**src/rtl/integer_field_formatter_core_macros.svh**
```systemverilog
// assertion helpers for the formatter core
`ifndef INTEGER_FIELD_FORMATTER_CORE_MACROS_SVH
`define INTEGER_FIELD_FORMATTER_CORE_MACROS_SVH

// implication checked on every clock edge outside reset
`define IFF_ASSERT(label, prop, msg) \
  label: assert property (@(posedge clk) disable iff (rst) (prop)) else $error(msg);

// condition that must never hold outside reset
`define IFF_NEVER(label, cond, msg) \
  label: assert property (@(posedge clk) disable iff (rst) !(cond)) else $error(msg);

`endif

```
**src/rtl/iff_pkg.sv**
```systemverilog
`default_nettype none

package iff_pkg;

  localparam int ValueBits = 32;
  localparam int WidthBits = 6;
  localparam int CountBits = $clog2(ValueBits);

  // digit register: 11 nibbles hold 10 decimal, 8 hex or 11 octal digits
  localparam int DigitRegBits = 44;
  localparam int DecDigits    = 10;
  localparam int HexDigits    = ValueBits / 4;
  localparam int OctDigits    = (ValueBits + 2) / 3;
  localparam int DcountBits   = 4;

  localparam logic [2:0] KIND_SDEC = 3'd0;
  localparam logic [2:0] KIND_UDEC = 3'd1;
  localparam logic [2:0] KIND_OCT  = 3'd2;
  localparam logic [2:0] KIND_HEX  = 3'd3;
  localparam logic [2:0] KIND_CHAR = 3'd4;

  localparam logic [7:0] CharZero  = 8'h30;
  localparam logic [7:0] CharMinus = 8'h2D;
  localparam logic [7:0] CharSpace = 8'h20;
  localparam logic [7:0] CharUpperA = 8'h41;

  typedef struct packed {
    logic [ValueBits-1:0] value;
    logic [2:0]           conversion_kind;
    logic [WidthBits-1:0] field_width;
    logic                 left_adjust;
    logic                 zero_pad;
  } request_t;

  typedef struct packed {
    logic [7:0] out_char;
    logic       last_char;
  } result_t;

  function automatic logic [7:0] digit_char(input logic [3:0] d);
    logic [7:0] c;
    if (d < 4'd10) begin
      c = CharZero + {4'b0000, d};
    end else begin
      c = CharUpperA + {4'b0000, d} - 8'd10;
    end
    return c;
  endfunction

endpackage

`default_nettype wire

```
**src/rtl/integer_field_formatter_core.sv**
```systemverilog
// integer field formatter: turns one decoded integer conversion request into
// a run of ascii characters, one per clock, on the result port.
// request channel: a request is taken on a rising edge with start high and
// busy low; busy stays high until the last character has been sent.
// kinds 5 to 7 are dropped on acceptance and leave busy low.
// result channel: result_valid marks each character for exactly one cycle;
// last_char flags the final character of the field. there is no stall input,
// the receiver must take every character as it appears.
// sequence: numeric kinds shift the value msb first through a bit-serial
// converter (double dabble for decimal), then drop leading zero digits (at
// most 10), then send one character per cycle, max(field_width, text length)
// characters. character kind skips the converter. busy drops while the last
// character is on the port.
// reset: synchronous, active high; returns to idle, drops busy and
// result_valid, any field in progress is abandoned.
`default_nettype none

`include "integer_field_formatter_core_macros.svh"

module integer_field_formatter_core (
  input  wire logic             clk,
  input  wire logic             rst,
  input  wire logic             start,
  input  wire iff_pkg::request_t request,
  output logic                  busy,
  output logic                  result_valid,
  output iff_pkg::result_t      result
);
  import iff_pkg::*;

  typedef enum logic [2:0] {
    S_IDLE,
    S_CONV,
    S_SKIP,
    S_SIGN_A,
    S_PAD_L,
    S_SIGN_B,
    S_TEXT,
    S_PAD_R
  } state_t;

  state_t                  state;
  logic [ValueBits-1:0]    val;       // magnitude, shifted out msb first
  logic [DigitRegBits-1:0] digits;    // converted digits, top digit emitted first
  logic [CountBits-1:0]    cnt;       // conversion bit counter
  logic [DcountBits-1:0]   dcount;    // digits still to emit
  logic [WidthBits-1:0]    pcount;    // pad characters still to emit
  logic [2:0]              kind;
  logic [WidthBits-1:0]    width;
  logic                    left;
  logic                    zeros;
  logic                    neg;

  logic                    kind_ok;
  logic                    req_neg;
  logic [DigitRegBits-1:0] dec_adj;
  logic [DigitRegBits-1:0] digits_conv;
  logic [DigitRegBits-1:0] digits_shift;
  logic [3:0]              top_digit;
  logic [DcountBits-1:0]   ndig;
  logic [DcountBits-1:0]   text_len;
  logic [WidthBits-1:0]    padn;
  logic                    pad_any;
  logic                    en_sign_a;
  logic                    en_sign_b;
  logic [7:0]              pad_char;
  logic [7:0]              text_char;
  state_t                  first_phase;
  state_t                  after_pad_l;

  assign busy = (state != S_IDLE);

  // request decode
  assign kind_ok = (request.conversion_kind == KIND_SDEC) ||
                   (request.conversion_kind == KIND_UDEC) ||
                   (request.conversion_kind == KIND_OCT)  ||
                   (request.conversion_kind == KIND_HEX)  ||
                   (request.conversion_kind == KIND_CHAR);
  assign req_neg = (request.conversion_kind == KIND_SDEC) && request.value[ValueBits-1];

  always_comb begin
    unique case (request.conversion_kind)
      KIND_SDEC, KIND_UDEC: ndig = DcountBits'(DecDigits);
      KIND_OCT:             ndig = DcountBits'(OctDigits);
      KIND_HEX:             ndig = DcountBits'(HexDigits);
      default:              ndig = DcountBits'(1);
    endcase
  end

  // double dabble correction, one add-3 per bcd nibble
  always_comb begin
    dec_adj = digits;
    for (int i = 0; i < DecDigits; i++) begin
      if (digits[4*i +: 4] >= 4'd5) begin
        dec_adj[4*i +: 4] = digits[4*i +: 4] + 4'd3;
      end
    end
  end

  // shift in the next value bit; hex and octal need no correction
  assign digits_conv = (kind == KIND_SDEC || kind == KIND_UDEC) ?
                       {dec_adj[DigitRegBits-2:0], val[ValueBits-1]} :
                       {digits[DigitRegBits-2:0], val[ValueBits-1]};

  // top digit sits at a fixed place per kind; emitting shifts one digit up
  always_comb begin
    unique case (kind)
      KIND_OCT: begin
        top_digit    = {1'b0, digits[3*OctDigits-1 -: 3]};
        digits_shift = {digits[DigitRegBits-4:0], 3'b000};
      end
      KIND_HEX: begin
        top_digit    = digits[4*HexDigits-1 -: 4];
        digits_shift = {digits[DigitRegBits-5:0], 4'b0000};
      end
      default: begin
        top_digit    = digits[4*DecDigits-1 -: 4];
        digits_shift = {digits[DigitRegBits-5:0], 4'b0000};
      end
    endcase
  end

  // field layout
  assign text_len  = dcount + DcountBits'(neg);
  assign padn      = (width > WidthBits'(text_len)) ? (width - WidthBits'(text_len)) : '0;
  assign pad_any   = (state == S_SKIP) ? (padn != '0) : (pcount != '0);
  assign en_sign_a = neg && zeros && !left;
  assign en_sign_b = neg && !en_sign_a;
  assign pad_char  = zeros ? CharZero : CharSpace;
  assign text_char = (kind == KIND_CHAR) ? val[7:0] : digit_char(top_digit);

  always_comb begin
    priority if (en_sign_a) begin
      first_phase = S_SIGN_A;
    end else if (!left && pad_any) begin
      first_phase = S_PAD_L;
    end else if (en_sign_b) begin
      first_phase = S_SIGN_B;
    end else begin
      first_phase = S_TEXT;
    end
  end

  assign after_pad_l = en_sign_b ? S_SIGN_B : S_TEXT;

  always_ff @(posedge clk) begin
    if (rst) begin
      state        <= S_IDLE;
      result_valid <= 1'b0;
    end else begin
      result_valid <= 1'b0;
      unique case (state)
        S_IDLE: begin
          if (start && kind_ok) begin
            val    <= req_neg ? (~request.value + ValueBits'(1)) : request.value;
            neg    <= req_neg;
            kind   <= request.conversion_kind;
            width  <= request.field_width;
            left   <= request.left_adjust;
            zeros  <= request.zero_pad;
            digits <= '0;
            cnt    <= CountBits'(ValueBits - 1);
            dcount <= ndig;
            state  <= (request.conversion_kind == KIND_CHAR) ? S_SKIP : S_CONV;
          end
        end
        S_CONV: begin
          digits <= digits_conv;
          val    <= {val[ValueBits-2:0], 1'b0};
          cnt    <= cnt - CountBits'(1);
          if (cnt == '0) begin
            state <= S_SKIP;
          end
        end
        S_SKIP: begin
          // drop leading zero digits, keeping at least one
          if (dcount > DcountBits'(1) && top_digit == 4'd0) begin
            digits <= digits_shift;
            dcount <= dcount - DcountBits'(1);
          end else begin
            pcount <= padn;
            state  <= first_phase;
          end
        end
        S_SIGN_A: begin
          result_valid     <= 1'b1;
          result.out_char  <= CharMinus;
          result.last_char <= 1'b0;
          state            <= pad_any ? S_PAD_L : S_TEXT;
        end
        S_PAD_L: begin
          result_valid     <= 1'b1;
          result.out_char  <= pad_char;
          result.last_char <= 1'b0;
          pcount           <= pcount - WidthBits'(1);
          if (pcount == WidthBits'(1)) begin
            state <= after_pad_l;
          end
        end
        S_SIGN_B: begin
          result_valid     <= 1'b1;
          result.out_char  <= CharMinus;
          result.last_char <= 1'b0;
          state            <= S_TEXT;
        end
        S_TEXT: begin
          result_valid     <= 1'b1;
          result.out_char  <= text_char;
          result.last_char <= (dcount == DcountBits'(1)) && !(left && pad_any);
          digits           <= digits_shift;
          dcount           <= dcount - DcountBits'(1);
          if (dcount == DcountBits'(1)) begin
            state <= (left && pad_any) ? S_PAD_R : S_IDLE;
          end
        end
        S_PAD_R: begin
          result_valid     <= 1'b1;
          result.out_char  <= pad_char;
          result.last_char <= (pcount == WidthBits'(1));
          pcount           <= pcount - WidthBits'(1);
          if (pcount == WidthBits'(1)) begin
            state <= S_IDLE;
          end
        end
        default: begin
          state <= S_IDLE;
        end
      endcase
    end
  end

  // a character only follows a cycle in which the core was busy
  `IFF_ASSERT(a_valid_after_busy, result_valid |-> $past(busy), "character without work")
  // a field that is not finished keeps new requests out
  `IFF_NEVER(a_no_accept_mid_field, start && !busy && result_valid && !result.last_char,
             "request accepted inside a field")
  // the last character closes the field
  `IFF_ASSERT(a_last_ends_field, (result_valid && result.last_char) |=> !result_valid,
              "character after end of field")
  // text phase never runs out of digits
  `IFF_NEVER(a_text_has_digit, state == S_TEXT && dcount == '0, "text phase with no digit")

endmodule

`default_nettype wire

```
**config.mk**
```make
export PLATFORM = sky130hd
export DESIGN_NAME = integer_field_formatter_core
export DESIGN_NICKNAME = d
export VERILOG_FILES = /design/src/rtl/iff_pkg.sv /design/src/rtl/integer_field_formatter_core.sv
export VERILOG_INCLUDE_DIRS = /design/src /design/src/rtl
export SDC_FILE = /design/constraint.sdc
export NUM_CORES = 1
export LEC_CHECK = 0
export ABC_AREA = 0
export BUFFER_PORTS_ARGS = -buffer_cell sky130_fd_sc_hd__clkbuf_2
export CORE_MARGIN = 4
export CORE_UTILIZATION = 55
export DETAILED_ROUTE_END_ITERATION = 16
export GPL_TIMING_DRIVEN = 0
export PLACE_DENSITY = 0.87
export SLEW_MARGIN = 20
export SYNTH_ARGS = -nofsm -noshare
export SYNTH_HDL_FRONTEND = slang
export SYNTH_SLANG_ARGS = --single-unit
```
**constraint.sdc**
```tcl
create_clock -name clk -period 5.1 [get_ports clk]
set_input_delay 0.765 -clock clk [delete_from_list [all_inputs] [get_ports clk]]
set_output_delay 0.765 -clock clk [all_outputs]
set_load 0.005 [all_outputs]
```
==> results_dict.tcl <==
set metrics [dict create \
    worstPathRequired_ns 5.16 \
    hp-class "reg2reg" \
    slowest_delay_ns 0.56 \
    grt.overflow.total 0 \
    ys_ff_latch 112 \
    met2_usage_pct 37.4 \
    vias 6170 \
    maxSlewHeadroom_pct 48.1 \
    drive_above_1_share_pct 12.2 \
    critPathBufInv 2 \
    grt_pass1_vias 5963 \
    power.density_nw_per_um2 410 \
    floorplan.initialDensity_pct 56.3 \
    grt_usage_pct 22.4 \
    die_height_um 125 \
    drt_iter0_drc 574 \
    placed_cells 1005 \
    gr-usage-met3_pct 2.66 \
    ys.flop_type "edfxtp_1" \
    finalCritPeriodShare_pct 63.7 \
    ys_async_sr_fraction_pct 0 \
    antenna_found_initial 0 \
    yosysSeqAreaShare_pct 44.4 \
    die_width_um 125 \
    post_cts_buffers 0 \
    dp_hpwl_um 12800 \
    cts-hold-fix-buffers 0 \
    synth_top_area_share_pct 43.3 \
    ant_nets 0 \
    status "completed" \
    clk_latency_ns 0.35 \
    gp_congestion 0.920 \
    grt_pass1_wl_um 28900 \
    cpMaxStageDelayCell "nor2_4" \
    fin_worst_skew_ns 0.00872 \
    crit_fanout 21 \
    drcViolationCount 0 \
    viasPerCell 6.04 \
    setup_tns_ns 0 \
    worst_pin_slew_ns 0.771 \
    synth_most_common_cell "edfxtp_1" \
    yosys.area.top_type "edfxtp_1" \
    cts-htree-levels 3 \
    yosys-top-cells-count "edfxtp_1 (108), o21ai_0 (87), nand2_1 (67), nor2_1 (59), a21oi_1 (47)" \
    setup_viol 0 \
    synth_fp_nets 851 \
    ys_types 61 \
    ios 57 \
    cts_resized 0 \
    stdcell_count 1021 \
    dr.pass1.iters 4 \
    nNetsFinal 923 \
    root_buffer "clkbuf_16" \
    irDropWorstVdd_mv 0.186 \
    wl_um 17400 \
    fp-row-count 42 \
    cp-start-kind "flop" \
    die_area_um2 15500 \
    cp_data_arrival_time_ns 3.31 \
    area_growth_pct 12.1 \
    finalMaxSlewViolations 0 \
    yosysWarnings 0 \
    leakage_uw 0.00296 \
    cts_max_path_buffers 2 \
    hold_violations 0 \
    wire_per_inst_um 17.0 \
    syn-mean-instance-area_um2 9.75 \
    portBuffers 56 \
    maxCapViolCount 0 \
    cts_tree "done" \
    synth_area_um2 7490 \
    endpoint_kind "flop" \
    postSynthCellCount 768 \
    synth_edf_count 108 \
    clk_pin_slew_worst_paths_ns 0.07 \
    fmax_mhz 308 \
    numCtsBuffers 9 \
    cp_cell_sequence "nor2b_1 -> buf_2 -> mux2i_1 -> ha_1 -> nand4_1 -> nor2b_1 -> o32a_1 -> nor2_4 -> buf_16" \
    antenna_cells 0 \
    clock-sinks 112 \
    core-area_um2 13300 \
    rsz0062_at_grt "no" \
    grt-busiest-layer "met2" \
    crit_top_cell "nor2b_1" \
    grt_use_met1_pct 30.6 \
    crit_family "simple AND/OR/NAND/NOR gates" \
    grt_start_max_net_pins 22 \
    fin_crit_ns 3.25 \
    critPathKind "reg2reg" \
    nFillCells 1070 \
    synth_area_leaders "edfxtp_1 (43%), ha_1 (6.0%), o21ai_0 (5.8%), mux2i_1 (5.2%), xnor2_1 (4.2%)" \
]
==> logic make-up (layout without fill, tap and decap cells) <==
group                      Yosys count  count (layout)  synth area share (%)
buffers and inverters               74             151                  3.79
DFF                                112             112                  44.4
AOI/OAI and AO/OA                  220             220                  17.5
adders and majority gates           37              37                  6.28
muxes                               47              47                  6.60
and+or+nand+nor                    226             226                  15.3
xor gates and xnor gates            52              52                  6.08
==> power breakdown <==
group | internal (uW) | total (uW) | leakage (uW) | switching, uW
Clock | 387 | 726 | 0.000143 | 340
Combinational | 493 | 1220 | 0.00179 | 730
Sequential | 1300 | 1490 | 0.00103 | 189
==> area by class of cell <==
| class | instances | area [um^2] | share of cell area (%) |
|---|---|---|---|
| inverters | 39 | 146 | 1.75 |
| clock buffers | 9 | 225 | 2.68 |
| well taps | 176 | 220 | 2.63 |
| flip-flops and latches | 112 | 3320 | 39.6 |
| multi-input cells | 582 | 3910 | 46.6 |
| clock inverters | 7 | 80.1 | 0.955 |
| plain buffers | 35 | 138 | 1.64 |
| repair buffers | 61 | 349 | 4.16 |
==> metrics by stage <==
stage	total power (uW)	hold WS, ns	worst slack (ns)	instance area [um^2]	util (%)
floorplan	2330	0.484	1.26	7490	-
global placement	2630	0.501	0.178	7990	60.1
finish	3440	0.528	1.85	8390	63.1
global route	3660	0.554	1.72	8390	63.1
CTS	3430	0.533	1.89	8390	63.1
detailed placement	2710	0.500	1.87	8080	60.8
==> cells in the final DEF, fill, tap and decap left out, drive strengths merged, types with 3 or more instances in the layout <==
master	instances
o21ai	90
nor2	59
and3	3
nor4b	4
nor2b	10
dfxtp	4
ha	36
nor4	5
o31ai	6
o31a	8
or3	8
xnor2	36
buf	12
nor3	12
mux2i	41
mux2	6
edfxtp	108
nand2b	26
nand3b	3
inv	41
o21a	5
a31oi	9
a21o	3
o22ai	23
a211oi	7
clkbuf	93
o41ai	4
a21oi	47
nand2	67
nor3b	4
xor2	16
nand3	9
and2	4
o211ai	9
==> sequential cells by signal, indices dropped and copies added (netlist names) <==
signal	flops
state	3
pcount	6
dcount	4
result_valid	1
left	1
zeros	1
val	32
kind	3
neg	1
width	6
result	9
cnt	5
digits	40
==> routing by layer <==
| metal | vias up | routed length [um] |
|---|---|---|
| li1 | 2963 | - |
| met1 | 2913 | 7270 |
| met2 | 263 | 8500 |
| met3 | 31 | 1270 |
| met4 | 0 | 330 |
| met5 | - | 0 |
==> worst paths after layout <==
| kind | startpoint | endpoint | slack, ns | cells past startpoint |
|---|---|---|---|---|
| max | kind[2] | digits[11] | 1.85 | 9 |
| min | val[28] | val[29] | 0.53 | 2 |
| min reg2reg | val[28] | val[29] | 0.53 | 2 |
| max reg2reg | kind[2] | digits[11] | 1.85 | 9 |
==> worst min-delay path: stages, from the launching register on <==
cell and delay, ns:
edfxtp_1 0.32, nand2_1 0.04, o21ai_0 0.05
Power figures use the tool's default switching activity.
